## config.mk

```make
export PLATFORM = sky130hd
export DESIGN_NAME = pgng_divsqrt
export DESIGN_NICKNAME = d
export VERILOG_FILES = /design/src/rtl/core/pgng_pkg.sv /design/src/rtl/core/pgng_divsqrt.sv
export SDC_FILE = /design/constraint.sdc
export NUM_CORES = 1
export LEC_CHECK = 0
export BUFFER_PORTS_ARGS = -buffer_cell sky130_fd_sc_hd__buf_4
export CAP_MARGIN = 10
export CORE_MARGIN = 4
export CORE_UTILIZATION = 30
export DETAILED_ROUTE_END_ITERATION = 6
export PLACE_DENSITY = 0.52
export SYNTH_ARGS = -nofsm -noshare
export SYNTH_HDL_FRONTEND = slang
export SYNTH_SLANG_ARGS = --single-unit
```

## constraint.sdc

```tcl
create_clock -name aclk -period 10.2 [get_ports aclk]
set_input_delay 0.51 -clock aclk [delete_from_list [all_inputs] [get_ports aclk]]
set_output_delay 0.51 -clock aclk [all_outputs]
set_load 0.02 [all_outputs]
```

## src/rtl/core/pgng_pkg.sv

```systemverilog
package pgng_pkg;

    localparam logic [30:0] TWO_LN2_Q30   = 31'd1488522236;
    localparam logic [14:0] SIGMA_RESET   = 15'd5284;
    localparam logic [14:0] CLIP_RESET    = 15'd15852;
    localparam logic [15:0] COUNT_RESET   = 16'd128;

    localparam logic [1:0]  CFG_SIGMA = 2'd0;
    localparam logic [1:0]  CFG_CLIP  = 2'd1;
    localparam logic [1:0]  CFG_COUNT = 2'd2;

    typedef enum logic [3:0] {
        ST_IDLE,
        ST_SQA,
        ST_SQB,
        ST_CHECK,
        ST_LOG,
        ST_DIV,
        ST_SHA,
        ST_EMA,
        ST_SHB,
        ST_EMB
    } state_t;

    typedef enum logic [2:0] {
        LG_IDLE,
        LG_NORM,
        LG_SQR,
        LG_MUL,
        LG_RND
    } log_phase_t;

    typedef enum logic [1:0] {
        DS_IDLE,
        DS_DIV,
        DS_SQRT
    } ds_phase_t;

    typedef enum logic [1:0] {
        SH_IDLE,
        SH_MUL1,
        SH_MUL2,
        SH_RND
    } sh_phase_t;

endpackage

```

## src/rtl/core/pgng_divsqrt.sv

```systemverilog
module pgng_divsqrt import pgng_pkg::*; (
    input  logic        aclk,
    input  logic        aresetn,
    input  logic        start,
    input  logic [29:0] lval,
    input  logic [29:0] m,
    output logic        done,
    output logic [31:0] factor
);

    ds_phase_t   phase_reg, phase_next;
    logic [5:0]  step_reg, step_next;
    logic [63:0] q_reg, q_next;
    logic [33:0] acc_reg, acc_next;
    logic [29:0] div_reg, div_next;
    logic [31:0] root_reg, root_next;
    logic        done_reg, done_next;

    logic [30:0] dr, dsub;
    logic        dge;
    logic [35:0] sr, trial, ssub;
    logic        sge;

    assign dr    = {acc_reg[29:0], q_reg[63]};
    assign dge   = dr >= {1'b0, div_reg};
    assign dsub  = dr - {1'b0, div_reg};
    assign sr    = {acc_reg, q_reg[63:62]};
    assign trial = {2'b00, root_reg, 2'b01};
    assign sge   = sr >= trial;
    assign ssub  = sr - trial;

    always_comb begin
        phase_next = phase_reg;
        case (phase_reg)
            DS_IDLE: if (start) phase_next = DS_DIV;
            DS_DIV:  if (step_reg == 6'd63) phase_next = DS_SQRT;
            DS_SQRT: if (step_reg == 6'd31) phase_next = DS_IDLE;
            default: phase_next = DS_IDLE;
        endcase
    end

    always_comb begin
        step_next = step_reg;
        q_next    = q_reg;
        acc_next  = acc_reg;
        div_next  = div_reg;
        root_next = root_reg;
        done_next = 1'b0;
        case (phase_reg)
            DS_IDLE: begin
                if (start) begin
                    q_next    = {lval, 34'd0};
                    acc_next  = 34'd0;
                    div_next  = m;
                    step_next = 6'd0;
                end
            end
            DS_DIV: begin
                q_next    = {q_reg[62:0], dge};
                acc_next  = {4'd0, dge ? dsub[29:0] : dr[29:0]};
                step_next = step_reg + 6'd1;
                if (step_reg == 6'd63) begin
                    acc_next  = 34'd0;
                    root_next = 32'd0;
                end
            end
            DS_SQRT: begin
                q_next    = {q_reg[61:0], 2'b00};
                acc_next  = sge ? ssub[33:0] : sr[33:0];
                root_next = {root_reg[30:0], sge};
                step_next = step_reg + 6'd1;
                if (step_reg == 6'd31) begin
                    step_next = 6'd0;
                    done_next = 1'b1;
                end
            end
            default: ;
        endcase
    end

    always_ff @(posedge aclk) begin
        if (!aresetn) begin
            phase_reg <= DS_IDLE;
            done_reg  <= 1'b0;
        end else begin
            phase_reg <= phase_next;
            done_reg  <= done_next;
        end
    end

    always_ff @(posedge aclk) begin
        step_reg <= step_next;
        q_reg    <= q_next;
        acc_reg  <= acc_next;
        div_reg  <= div_next;
        root_reg <= root_next;
    end

    assign done   = done_reg;
    assign factor = root_reg;

endmodule

```

==> out/results.ini <==
[timing]
finalSetupViolations=0
setup_ws_ns=6.20
hold_viol_final=0
fin_tns_setup_ns=0
post-route-period-util_pct=39.2
grt_setup_unrepaired=no
relSlewSlack_pct=24.6
drv_slew=0
worst_pin_slew_ns=1.13
clock_skew_ns=0.0151
period_minus_slack_ns=4.00
fmax_ghz=0.250

[clocking]
htreeDepth=4
clkSlewWorstSetupHoldPaths_ns=0.07
numClockSinks=169
root_buffer=clkbuf_16
cts_buffers=17
clk_latency_ns=0.45
cts_buffer_depth=2
postCtsSetupBuffers=0
cts_tree=done
cts_resized=0
cts_hold_buf=0

[synth]
synth-compound-area-share_pct=21.5
ys_seq_area_share_pct=46.0
synth_mux_area_share_pct=3.92
synth-edff-count=166
synth-xor-area-share_pct=4.47
synthAdderAreaFrac_pct=8.17
yosysMostFrequentCell=edfxtp_1
yosysUniqueCellTypes=73
synth.avg_cell_area_um2=10.2
synth_nets=1213
synthCells=1079
synth_largest_area_cell=edfxtp_1
synth_top_area_share_pct=45.4
yosys_warnings=0
synth_top_family_by_area=compound AO/OA/AOI/OAI gates
synth.cell_area_um2=11000
synth-async-reset-ratio_pct=0
yosys.area_share.simple_pct=10.9
synth_seq_cells=169
synth_area_leaders=edfxtp_1 45%, ha_1 8.0%, a21oi_1 4.7%
ys.flop_type=edfxtp_1
synth_commonest_cells=166 x edfxtp_1, 113 x nor2_1, 104 x a21oi_1, 88 x inv_1, 70 x ha_1

[route]
ant_nets=0
drcViolationCount=0
vias=8600
routed_via_density=5.28
wire_per_inst_um=18.0
drt_iter0_drc=563
drt-total-wl_um=29400
dr.pass1.iters=5

[die]
io_pins=96
rows=69
die_y_um=199
coreArea_um2=35800
die_area_um2=39700
start_util_pct=30.6
die_w_um=199

[cells_and_area]
drive_above_1_share_pct=13.3
diodes=0
areaGrowthSynthToFinish_pct=16.4
fin_nets=1291
nFillCells=3619
largest_reg_flops=64

[placed_design]
port_buffers=95
gp_congestion=0.850
dpl_worst_slack_ns=6.23
dpl.hpwl_um=21900

[run]
maxCapViolCount=0

[worst_setup_path]
r2r_cells=10
required_ns=10.38
crit_path_cell_trace=ha_1 -> o211ai_2 -> a21oi_1 -> o41a_1 -> a31oi_4 -> a21oi_2 -> o311ai_4 -> nand2_2 -> o211ai_1 -> a21oi_1
start_kind=flop
slowest_stage=o311ai_4
slowest_delay_ns=0.62
rrSetupSlack_ns=6.20
crit_type=reg -> reg
critPathMostFrequentCell=a21oi_1
endpoint_kind=flop
critical_path.max_fanout=22
worstPathArrival_ns=4.18

[run_status]
status=finished clean

[power_and_ir_drop]
vdd_drop_max_v=0.000134
power_density_nw_per_um2=362
p_leak_uw=0.00525

[grt]
track_usage_pct=14.6
grt_pass1_vias=8496
antenna_found_initial=0
grt_overflow=0
grt_pass1_wl_um=45600
grt_start_max_net_pins=69

[min_path]
hold_depth=1
hp-class=in -> reg

-- final timing paths --
check | endpoint | startpoint
max | acc_reg[1] | acc_reg[1]
min | div_reg[1] | m[1]
max reg2reg | acc_reg[1] | acc_reg[1]
min reg2reg | q_reg[6] | q_reg[4]
-- power breakdown --
group | internal (uW) | switching, uW
Sequential | 1140 | 201
Clock | 392 | 304
Combinational | 1010 | 1570
-- cells by family after synthesis --
kind of cell | count (synthesis)
adders and majority gates | 71
xor gates and xnor gates | 56
muxes | 43
DFF | 169
and+or+nand+nor | 259
AOI/OAI and AO/OA | 344
buffers and inverters | 137
-- final cells by class --
| cell class | count | area (um2) | area share, % |
|---|---|---|---|
| clock inverters | 14 | 188 | 1.47 |
| clock buffers | 17 | 425 | 3.33 |
| flip-flops and latches | 169 | 5040 | 39.5 |
| multi-input cells | 773 | 5400 | 42.2 |
| inverters | 88 | 330 | 2.59 |
| well taps | 461 | 577 | 4.52 |
| repair buffers | 108 | 811 | 6.35 |
-- worst max-delay path, delay by kind of cell (launching register included) --
family	cells	cell delay (ns)
compound gates	8	2.28
simple gates	1	0.59
flops	1	0.45
fa+ha+maj	1	0.40
-- per-stage QoR --
step           cells  instance area, um2  util [%]  hold WS [ns]  power [uW]
2_1_floorplan   1079               11000         -         0.529        3270
3_3_place_gp    1599               12200      33.9         0.546        3940
3_5_place_dp    1599               12200      33.9         0.552        3950
4_1_cts         1630               12800      35.6         0.222        4660
5_1_grt         1630               12800      35.6         0.221        4980
6_report        1630               12800      35.6         0.243        4620
-- per-layer routing --
metal	vias to the layer above	GRT usage [%]	share of wire, %
li1	4212	-	-
met1	4141	18.5	44
met2	208	25.4	49
met3	39	2.83	4.4
met4	0	3.85	1.9
met5	-	0	0
-- cell usage in the layout (no fill, tap or decap), types with 26 or more instances in the layout --
cell      Yosys  final
a21o_1       26     26
a21oi_1     104    103
a22o_1       32     32
a22oi_1      30     30
buf_4         3    108
edfxtp_1    166    166
ha_1         70     69
inv_1        88     88
mux2i_1      43     43
nand2_1      45     45
nand3_1      29     29
nor2_1      113    111
xnor2_1      38     38
Note: power is estimated with default switching activity, not from simulation.
