[src/rtl/core/pgng_pkg.sv]
package pgng_pkg;

    localparam logic [30:0] TWO_LN2_Q30   = 31'd1488522236;
    localparam logic [14:0] SIGMA_RESET   = 15'd5284;
    localparam logic [14:0] CLIP_RESET    = 15'd15852;
    localparam logic [15:0] COUNT_RESET   = 16'd128;

    localparam logic [1:0]  CFG_SIGMA = 2'd0;
    localparam logic [1:0]  CFG_CLIP  = 2'd1;
    localparam logic [1:0]  CFG_COUNT = 2'd2;

    typedef enum logic [3:0] {
        ST_IDLE,
        ST_SQA,
        ST_SQB,
        ST_CHECK,
        ST_LOG,
        ST_DIV,
        ST_SHA,
        ST_EMA,
        ST_SHB,
        ST_EMB
    } state_t;

    typedef enum logic [2:0] {
        LG_IDLE,
        LG_NORM,
        LG_SQR,
        LG_MUL,
        LG_RND
    } log_phase_t;

    typedef enum logic [1:0] {
        DS_IDLE,
        DS_DIV,
        DS_SQRT
    } ds_phase_t;

    typedef enum logic [1:0] {
        SH_IDLE,
        SH_MUL1,
        SH_MUL2,
        SH_RND
    } sh_phase_t;

endpackage

[src/rtl/core/pgng_log2.sv]
module pgng_log2 import pgng_pkg::*; (
    input  logic        aclk,
    input  logic        aresetn,
    input  logic        start,
    input  logic [29:0] m,
    output logic        done,
    output logic [29:0] lval
);

    log_phase_t  phase_reg, phase_next;
    logic [30:0] y_reg, y_next;
    logic [4:0]  sh_reg, sh_next;
    logic [23:0] frac_reg, frac_next;
    logic [4:0]  it_reg, it_next;
    logic [59:0] prod_reg, prod_next;
    logic [29:0] lval_reg, lval_next;
    logic        done_reg, done_next;

    logic [61:0] sq;
    logic [31:0] t;
    logic [28:0] nl;
    logic [60:0] rnd;

    assign sq  = 62'(y_reg) * 62'(y_reg);
    assign t   = sq[61:30];
    assign nl  = {sh_reg, 24'd0} - {5'd0, frac_reg};
    assign rnd = {1'b0, prod_reg} + 61'h2000_0000;

    always_comb begin
        phase_next = phase_reg;
        case (phase_reg)
            LG_IDLE: if (start) phase_next = LG_NORM;
            LG_NORM: if (y_reg[30]) phase_next = LG_SQR;
            LG_SQR:  if (it_reg == 5'd23) phase_next = LG_MUL;
            LG_MUL:  phase_next = LG_RND;
            LG_RND:  phase_next = LG_IDLE;
            default: phase_next = LG_IDLE;
        endcase
    end

    always_comb begin
        y_next    = y_reg;
        sh_next   = sh_reg;
        frac_next = frac_reg;
        it_next   = it_reg;
        prod_next = prod_reg;
        lval_next = lval_reg;
        done_next = 1'b0;
        case (phase_reg)
            LG_IDLE: begin
                if (start) begin
                    y_next    = {1'b0, m};
                    sh_next   = 5'd0;
                    frac_next = 24'd0;
                    it_next   = 5'd0;
                end
            end
            LG_NORM: begin
                if (!y_reg[30]) begin
                    y_next  = {y_reg[29:0], 1'b0};
                    sh_next = sh_reg + 5'd1;
                end
            end
            LG_SQR: begin
                y_next    = t[31] ? t[31:1] : t[30:0];
                frac_next = {frac_reg[22:0], t[31]};
                it_next   = it_reg + 5'd1;
            end
            LG_MUL: prod_next = 60'(nl) * 60'(TWO_LN2_Q30);
            LG_RND: begin
                lval_next = rnd[59:30];
                done_next = 1'b1;
            end
            default: ;
        endcase
    end

    always_ff @(posedge aclk) begin
        if (!aresetn) begin
            phase_reg <= LG_IDLE;
            done_reg  <= 1'b0;
        end else begin
            phase_reg <= phase_next;
            done_reg  <= done_next;
        end
    end

    always_ff @(posedge aclk) begin
        y_reg    <= y_next;
        sh_reg   <= sh_next;
        frac_reg <= frac_next;
        it_reg   <= it_next;
        prod_reg <= prod_next;
        lval_reg <= lval_next;
    end

    assign done = done_reg;
    assign lval = lval_reg;

endmodule

[config.mk]
export PLATFORM = sky130hd
export DESIGN_NAME = pgng_log2
export DESIGN_NICKNAME = d
export VERILOG_FILES = /design/src/rtl/core/pgng_pkg.sv /design/src/rtl/core/pgng_log2.sv
export SDC_FILE = /design/constraint.sdc
export NUM_CORES = 2
export LEC_CHECK = 0
export BUFFER_PORTS_ARGS = -buffer_cell sky130_fd_sc_hd__buf_2
export CORE_ASPECT_RATIO = 1.1
export CORE_MARGIN = 2
export CORE_UTILIZATION = 47
export DETAILED_ROUTE_END_ITERATION = 16
export HOLD_SLACK_MARGIN = 0.06
export PLACE_DENSITY = 0.67
export SYNTH_ARGS = -nofsm -noshare
export SYNTH_HDL_FRONTEND = slang
export SYNTH_SLANG_ARGS = --single-unit
[constraint.sdc]
create_clock -name aclk -period 8.44 [get_ports aclk]
set_input_delay 1.688 -clock aclk [delete_from_list [all_inputs] [get_ports aclk]]
set_output_delay 1.688 -clock aclk [all_outputs]
set_load 0.03 [all_outputs]
==> results.tsv <==
metric	value	unit
period utilization	103	%
placer congestion estimate	0.933	
Post-Syn Area	0.0475	mm²
DR WL/cell	19.6	µm
Total Die Area	0.104	mm²
DR vias/cell	5.22	
crit path kind	flop to flop	
CP max stage delay	570	ps
first drt pass iteration count	5	
worst-case clock buffer depth	2	
number of synthesized flops with an enable pin	126	
mean area per synthesized cell	9.76	µm²
max cap viols	0	
WP data arrival	8880	ps
initial antenna violation count	4	
synthesis-to-finish area growth	14.9	%
DRC errors left	0	
crit-path max FO	5	
Initial Utilization	47.3	%
GRT Resource Usage Total	25.6	%
Placement Setup Slack	-458	ps
Post-synth top flop	edfxtp_1	
H-tree depth	4	
Reg clk slew, reported paths	80	ps
WL final	129000	µm
CTS Hold Buffers Added	0	
Die Width	307	µm
Post-synth ARST share	0	%
Final setup viols	12	
register bit total from synthesis	130	
first-pass GRT wire length	203000	µm
Cell variety after synth	85	
fin cells	6596	
syn nets	6557	
CTS root buf	clkbuf_16	
vias in the first global route	37600	
Util after Layout	54.3	%
core area	0.100	mm²
placed cell count	6508	
Setup Skew	20.4	ps
CTS tree	done	
Cell Rows	122	
final count of hold timing violations	0	
Worst EP required	8660	ps
status	finished with violations	
failing checks	negative setup slack	
Ports	64	
worst-case headroom to the max-slew limit	40.4	%
clk_lat worst skew	480	ps
worst hold path class	flop to flop	
CP most frequent cell	fa_1	
grt ovf	0	
CP Capture Type	flop	
Post-Syn Instances	4863	
synth warn	0	
fin crit period	8660	ps
I/O Buffers	63	
Worst setup SP type	flop	
CP max-delay cell	fa_1	
share of the yosys chip area belonging to registers	8.14	%
final antenna-violating net count	0	
maximum clock frequency	0.116	GHz
Worst-Margin Slew	871	ps
layout cells sized above 1	14.8	%
Die Span Y	337	µm
nets	6973	
placed instance area	0.0527	mm²
fin area	0.0545	mm²
detailed placement HPWL	110000	µm
CTS Buf Count	17	
unrepaired setup endpoints after global routing	yes	
max-slew violation count	0	
pin count of the biggest net entering global routing	35	
routed via count	34500	
initial drt markers	1968	
CTS sink cnt	130	
post-route setup slack	-215	ps
## through the flow
step	TNS [ps]	hold WS (ps)
finish	-1310	590
detailed placement	-5420	572
global placement	-2870	577
global route	-7490	611
CTS	-455	590
floorplan	-536	541
## worst paths after layout
path / start / end / slack, ps / cells after the start
setup reg to reg: frac_reg[2] / prod_reg[47] / -220 / 32
hold reg to reg: prod_reg[59] / lval[29] / 590 / 1
hold / removal: prod_reg[59] / lval[29] / 590 / 1
setup / recovery: frac_reg[2] / prod_reg[47] / -220 / 32
## what timing repair did
action / 4_1_cts / 5_1_grt
pin swaps: 70 / 49
resized for setup: 67 / 115
setup endpoints to repair: 26 / 59
cloned: 0 / 3
setup buffers: 16 / 37
## cell usage in the layout (no fill, tap or decap), types with 34 or more instances in the layout
master    netlist  final
a21oi_1       138    116
inv_1        1390   1375
buf_2           8     63
o21ai_0        70     56
fa_1         1052   1037
buf_4           1    431
xor2_1         74     63
and2_1        212    212
nor2_1        127    108
xnor2_1       106     96
a21o_1         71     70
nand3_1        45     40
ha_1          609    591
nand4_1        34     34
edfxtp_1      126    126
nand2_1       349    339
## cell usage after synthesis (5+ instances only)
master / number / area, µm²
a2111oi_0: 5 / 43.8
a211oi_1: 11 / 82.6
a21boi_0: 5 / 37.5
a21o_1: 71 / 533
a21oi_1: 138 / 691
a221o_1: 5 / 50.1
a22oi_1: 25 / 188
a31o_2: 6 / 52.6
a31oi_1: 10 / 62.6
and2_1: 212 / 1330
and3_1: 24 / 150
and4_1: 5 / 43.8
buf_2: 8 / 40.0
clkbuf_1: 124 / 465
edfxtp_1: 126 / 3780
fa_1: 1052 / 21100
ha_1: 609 / 7620
inv_1: 1390 / 5220
mux2i_1: 16 / 160
nand2_1: 349 / 1310
nand2b_1: 9 / 56.3
nand3_1: 45 / 225
nand4_1: 34 / 213
nor2_1: 127 / 477
nor2b_1: 16 / 100
nor3_1: 27 / 135
nor4_1: 11 / 68.8
o211ai_1: 14 / 105
o21a_1: 10 / 75.1
o21ai_0: 70 / 350
o21ai_1: 11 / 55.1
o21bai_1: 16 / 120
o221ai_1: 9 / 78.8
or2_2: 7 / 43.8
xnor2_1: 106 / 928
xor2_1: 74 / 648
## worst max-delay path: cells and delay by family, from the launching register on
| kind | cells | cell delay, ps |
|---|---|---|
| compound gates | 5 | 900 |
| xor+xnor | 2 | 120 |
| fa+ha+maj | 9 | 4260 |
| buf+inv | 8 | 770 |
| flops | 1 | 440 |
| simple gates | 8 | 1950 |
## per-layer routing
layer	vias up	track usage (%)	part of all wire (%)
met4	2	7.04	2.7
met3	201	3.00	6.5
li1	15600	-	-
met1	17700	33.7	41
met2	1004	44.6	50
met5	-	0	0.0085
## cell families after synthesis
group                      after synthesis  share of synthesized area (%)
xor gates and xnor gates               180                           3.32
and+or+nand+nor                        889                           9.18
adders and majority gates             1661                           60.4
DFF                                    130                           8.14
buffers and inverters                 1528                           12.2
AOI/OAI and AO/OA                      456                           6.39
muxes                                   19                          0.416
## final cells by class
cell class                      count  area (µm²)
Antenna cell                        2        5.00
Clock buffer                       18         429
Clock inverter                     14         145
Fill cell                        8967       45900
Inverter                         1391        5230
Multi-Input combinational cell   3205       39000
Sequential cell                   130        3860
Tap cell                         1302        1630
Timing Repair Buffer              534        4230
Power is not shown: default switching activity piles up to over one toggle a cycle in this logic, so the estimate is an artifact.
