`config.mk`:
```
export PLATFORM = sky130hd
export DESIGN_NAME = pgng_shape
export DESIGN_NICKNAME = d
export VERILOG_FILES = /design/src/rtl/core/pgng_pkg.sv /design/src/rtl/core/pgng_shape.sv
export SDC_FILE = /design/constraint.sdc
export NUM_CORES = 2
export LEC_CHECK = 0
export BUFFER_PORTS_ARGS = -buffer_cell sky130_fd_sc_hd__clkbuf_2
export CAP_MARGIN = 5
export CORE_MARGIN = 2
export CORE_UTILIZATION = 27
export DETAILED_ROUTE_END_ITERATION = 8
export PLACE_DENSITY_LB_ADDON = 0.08
export SLEW_MARGIN = 20
export SYNTH_ARGS = -nofsm -noshare
export SYNTH_HDL_FRONTEND = slang
export SYNTH_SLANG_ARGS = --single-unit
```
`constraint.sdc`:
```
create_clock -name aclk -period 9.3 [get_ports aclk]
set_input_delay 0.93 -clock aclk [delete_from_list [all_inputs] [get_ports aclk]]
set_output_delay 0.93 -clock aclk [all_outputs]
set_load 0.05 [all_outputs]
```
`src/rtl/core/pgng_pkg.sv`:
```
package pgng_pkg;

    localparam logic [30:0] TWO_LN2_Q30   = 31'd1488522236;
    localparam logic [14:0] SIGMA_RESET   = 15'd5284;
    localparam logic [14:0] CLIP_RESET    = 15'd15852;
    localparam logic [15:0] COUNT_RESET   = 16'd128;

    localparam logic [1:0]  CFG_SIGMA = 2'd0;
    localparam logic [1:0]  CFG_CLIP  = 2'd1;
    localparam logic [1:0]  CFG_COUNT = 2'd2;

    typedef enum logic [3:0] {
        ST_IDLE,
        ST_SQA,
        ST_SQB,
        ST_CHECK,
        ST_LOG,
        ST_DIV,
        ST_SHA,
        ST_EMA,
        ST_SHB,
        ST_EMB
    } state_t;

    typedef enum logic [2:0] {
        LG_IDLE,
        LG_NORM,
        LG_SQR,
        LG_MUL,
        LG_RND
    } log_phase_t;

    typedef enum logic [1:0] {
        DS_IDLE,
        DS_DIV,
        DS_SQRT
    } ds_phase_t;

    typedef enum logic [1:0] {
        SH_IDLE,
        SH_MUL1,
        SH_MUL2,
        SH_RND
    } sh_phase_t;

endpackage

```
`src/rtl/core/pgng_shape.sv`:
```
module pgng_shape import pgng_pkg::*; (
    input  logic        aclk,
    input  logic        aresetn,
    input  logic        start,
    input  logic [15:0] u,
    input  logic [31:0] factor,
    input  logic [14:0] sigma,
    input  logic [14:0] clip,
    output logic        done,
    output logic [15:0] z
);

    sh_phase_t   phase_reg, phase_next;
    logic [15:0] mag_reg, mag_next;
    logic        neg_reg, neg_next;
    logic [47:0] p1_reg, p1_next;
    logic [62:0] p2_reg, p2_next;
    logic [15:0] z_reg, z_next;
    logic        done_reg, done_next;

    logic [63:0] rs;
    logic [34:0] zr;
    logic [14:0] zc;

    assign rs = {1'b0, p2_reg} + 64'h1000_0000;
    assign zr = rs[63:29];
    assign zc = (zr > 35'(clip)) ? clip : zr[14:0];

    always_comb begin
        phase_next = phase_reg;
        case (phase_reg)
            SH_IDLE: if (start) phase_next = SH_MUL1;
            SH_MUL1: phase_next = SH_MUL2;
            SH_MUL2: phase_next = SH_RND;
            SH_RND:  phase_next = SH_IDLE;
            default: phase_next = SH_IDLE;
        endcase
    end

    always_comb begin
        mag_next  = mag_reg;
        neg_next  = neg_reg;
        p1_next   = p1_reg;
        p2_next   = p2_reg;
        z_next    = z_reg;
        done_next = 1'b0;
        case (phase_reg)
            SH_IDLE: begin
                if (start) begin
                    mag_next = u[15] ? (~u + 16'd1) : u;
                    neg_next = u[15];
                end
            end
            SH_MUL1: p1_next = 48'(mag_reg) * 48'(factor);
            SH_MUL2: p2_next = 63'(p1_reg) * 63'(sigma);
            SH_RND: begin
                z_next    = neg_reg ? (~{1'b0, zc} + 16'd1) : {1'b0, zc};
                done_next = 1'b1;
            end
            default: ;
        endcase
    end

    always_ff @(posedge aclk) begin
        if (!aresetn) begin
            phase_reg <= SH_IDLE;
            done_reg  <= 1'b0;
        end else begin
            phase_reg <= phase_next;
            done_reg  <= done_next;
        end
    end

    always_ff @(posedge aclk) begin
        mag_reg <= mag_next;
        neg_reg <= neg_next;
        p1_reg  <= p1_next;
        p2_reg  <= p2_next;
        z_reg   <= z_next;
    end

    assign done = done_reg;
    assign z    = z_reg;

endmodule

```
==> impl_results.md <==
- Port Buffer Count: 97
- Setup_tns: 0 ps
- Vias in the first global route: 35000
- Async SR Flop Fraction: 0%
- Worst-Skew Late Latency: 500 ps
- Routability congestion estimate: 0.806
- CP startpoint: p1_reg[17]
- CP most frequent cell: fa_1
- Number of nets with antenna violations after routing: 0
- Slew Viols, Final: 0
- Post-synth top area share: 46.9%
- Simple-gate share of the synthesized area: 17.5%
- Clock Tree Buf Depth: 2
- Die X: 404 um
- Top cells by area, synth: fa_1, inv_1, edfxtp_1
- Adder-Cell Fraction of Synth Area: 54.6%
- Overall Global Routing Usage: 17.5%
- Dominant cell type by area after synthesis: fa_1
- Complex-gate fraction of the synthesized area: 5.59%
- Mux cell area share after synthesis: 0.116%
- Crit path capture type: flip-flop
- Largest family of logic cells by synthesized area: adder cells
- Worst path bufs/invs: 5
- Wire per inst: 20.1 um
- GRT overflow: 0
- Slew Limit Headroom: 20.9%
- Placed cell areas: 46100 um2
- Final setup skew: 17.6 ps
- Ys flop type: edfxtp_1
- Die height: 404 um
- Vias/cell: 4.49
- CTS sink cnt: 119
- Achievable clock frequency: 127 MHz
- Seq cells post-synth: 119
- Initial DRC Count: 1260
- Fin util: 29.4%
- Count of final hold-check violations: 0
- Yosys cell types: 74
- Hold WC Path Type: reg2reg
- RSZ-0062 raised after global routing: no
- Part of the Yosys area used for sequential elements: 8.19%
- Largest register FFs: 48
- Syn nets: 6125
- Reg2Reg Depth: 22
- Slowest cell on the critical path: edfxtp_1
- P&R area growth vs syn: 7.89%
- Required @ worst endpoint: 9550 ps
- Hold_ws: 579 ps
- Tightest Pin Transition: 1190 ps
- Fin crit period: 7850 ps
- Max-Cap Viols: 0
- Post-Route WL: 137 mm
- Inserted Clock Buffers: 17
- YS warnings: 0
- Status: finished, final reports clean
- Post-detail-place hpwl: 113 mm
- H-tree depth reported by CTS: 4
- Final instance area: 46700 um2
- CP Max Fanout: 15
- CTS tree: built
- Final setup fails: 0
- Xor and xnor area share after synthesis: 2.57%
- Number of placed I/O pins: 98
- FP Rows: 146
- Setup bufs post-CTS: 0
- First-pass DRT Iterations: 5
- Post-synth EDFFs: 116
- Cell at the root of the clock tree: clkbuf_16
- Startpoint Class: flip-flop
- Hold Buf Count CTS: 0
- Crit path DAT: 8100 ps
- Most frequent cell after synthesis: inv_1
- Worst R2R Setup Slack: 1450 ps
- Critical path depth: 22
- Critical-path cell list: and2_1 > fa_1 > inv_1 > fa_1 > inv_1 > fa_1 > fa_1 > fa_1 > inv_1 > fa_1 > inv_1 > ha_1 > o21ai_0 > o21ai_0 > o2111ai_1 > or4_1 > o211a_1 > a41oi_1 > buf_4 > o211ai_1 > nand3_1 > nor3b_1
- Share of cells above drive strength 1: 4.83%
- Setup crit end: p2_reg[62]
- # fillers: 16900
- First-pass GRT wire length: 216 mm
- Final net count: 6094
- Reg2Reg Launch Point: p1_reg[17]
- Remaining DRCs: 0
- Initial antenna violation count: 8
- Final worst-path cycle share: 84.4%
- Delay-heaviest family, CP: adder cells
- Netlist Area Pre-Place: 43300 um2
- Initial Util: 27.3%
- Via count: 30600
- Pin count of the biggest net entering global routing: 49
- Delay of the slowest critical-path stage: 840 ps
- Post-Syn Area per Cell: 9.09 um2
- CTS resizes: 0
- Mapped Cells: 4764
- Top post-synthesis cells by count: inv_1, fa_1, nand2_1
- Reg-to-reg endpoint: p2_reg[62]
- Clock transition at path regs: 70 ps
- Critical setup path kind: reg2reg
- DIE AREA: 164000 um2
- Core area: 159000 um2
-- area by class of cell --
class / count / area [um2] / area share (%)
Multi-Input combinational cell: 3328 / 34800 / 74.5
Clock buffer: 17 / 425 / 0.911
Sequential cell: 119 / 3540 / 7.59
Tap cell: 2072 / 2590 / 5.55
Timing Repair Buffer: 177 / 1100 / 2.35
Clock inverter: 15 / 146 / 0.313
Antenna cell: 3 / 7.51 / 0.0161
Inverter: 1090 / 4090 / 8.76
-- worst min-delay path by stage --
stage | startpoint | endpoint | slack [ps] | cells after the start
finish | phase_reg[1] | phase_reg[1] | 580 | 2
global route | phase_reg[1] | phase_reg[1] | 610 | 2
CTS | phase_reg[1] | phase_reg[1] | 590 | 2
detailed placement | phase_reg[1] | phase_reg[1] | 570 | 2
global placement | phase_reg[1] | phase_reg[1] | 570 | 2
floorplan | phase_reg[0] | phase_reg[0] | 530 | 1
-- per-layer routing --
layer | global-route usage (%) | share of wire [%] | routed length [um] | vias up
li1 | - | - | - | 14100
met1 | 23.7 | 47 | 64100 | 16200
met2 | 30.7 | 50 | 68300 | 322
met3 | 1.37 | 1.8 | 2510 | 62
met4 | 3.08 | 1.4 | 1970 | 0
met5 | 0 | 0 | 0 | -
-- cell usage in the layout, fill, tap and decap left out, types with 9 or more instances in the layout --
master / count
nand4_1: 36
a21oi_1: 85
o211ai_1: 10
fa_1: 1013
xnor2_1: 93
or2_2: 9
and2_1: 521
and3_1: 20
ha_1: 266
nor3_1: 23
inv_1: 1090
nand3_1: 32
or3_1: 9
nand2b_1: 10
a21o_1: 73
o21ai_1: 11
o21bai_1: 14
nor2b_1: 10
o21a_1: 14
a211o_1: 9
xor2_1: 34
buf_4: 79
a211oi_1: 14
o31ai_1: 10
nor2_1: 63
clkbuf_2: 97
edfxtp_1: 116
o21ai_0: 55
clkbuf_16: 17
a31oi_1: 13
nand2_1: 793
-- kinds of logic (layout without fill, tap and decap cells) --
logic type	count (synthesis)	in the layout
other cells	0	3
mux	5	5
flops	119	119
xor+xnor	127	127
fa+ha+maj	1280	1280
buf+inv	1317	1299
simple gates	1554	1554
compound gates	362	362
-- tightest hold or removal path, cell delays in order (launching register included) --
cell,delay (ps)
dfxtp_1,340
mux2i_1,140
nor2b_1,60
-- through the flow --
step	cells	setup slack [ps]
floorplan	4764	2030
global placement	6786	1020
detailed placement	6786	1010
CTS	6818	1370
global route	6818	1010
finish	6821	1450
Power is not shown: default switching activity piles up to over one toggle a cycle in this logic, so the estimate is an artifact.
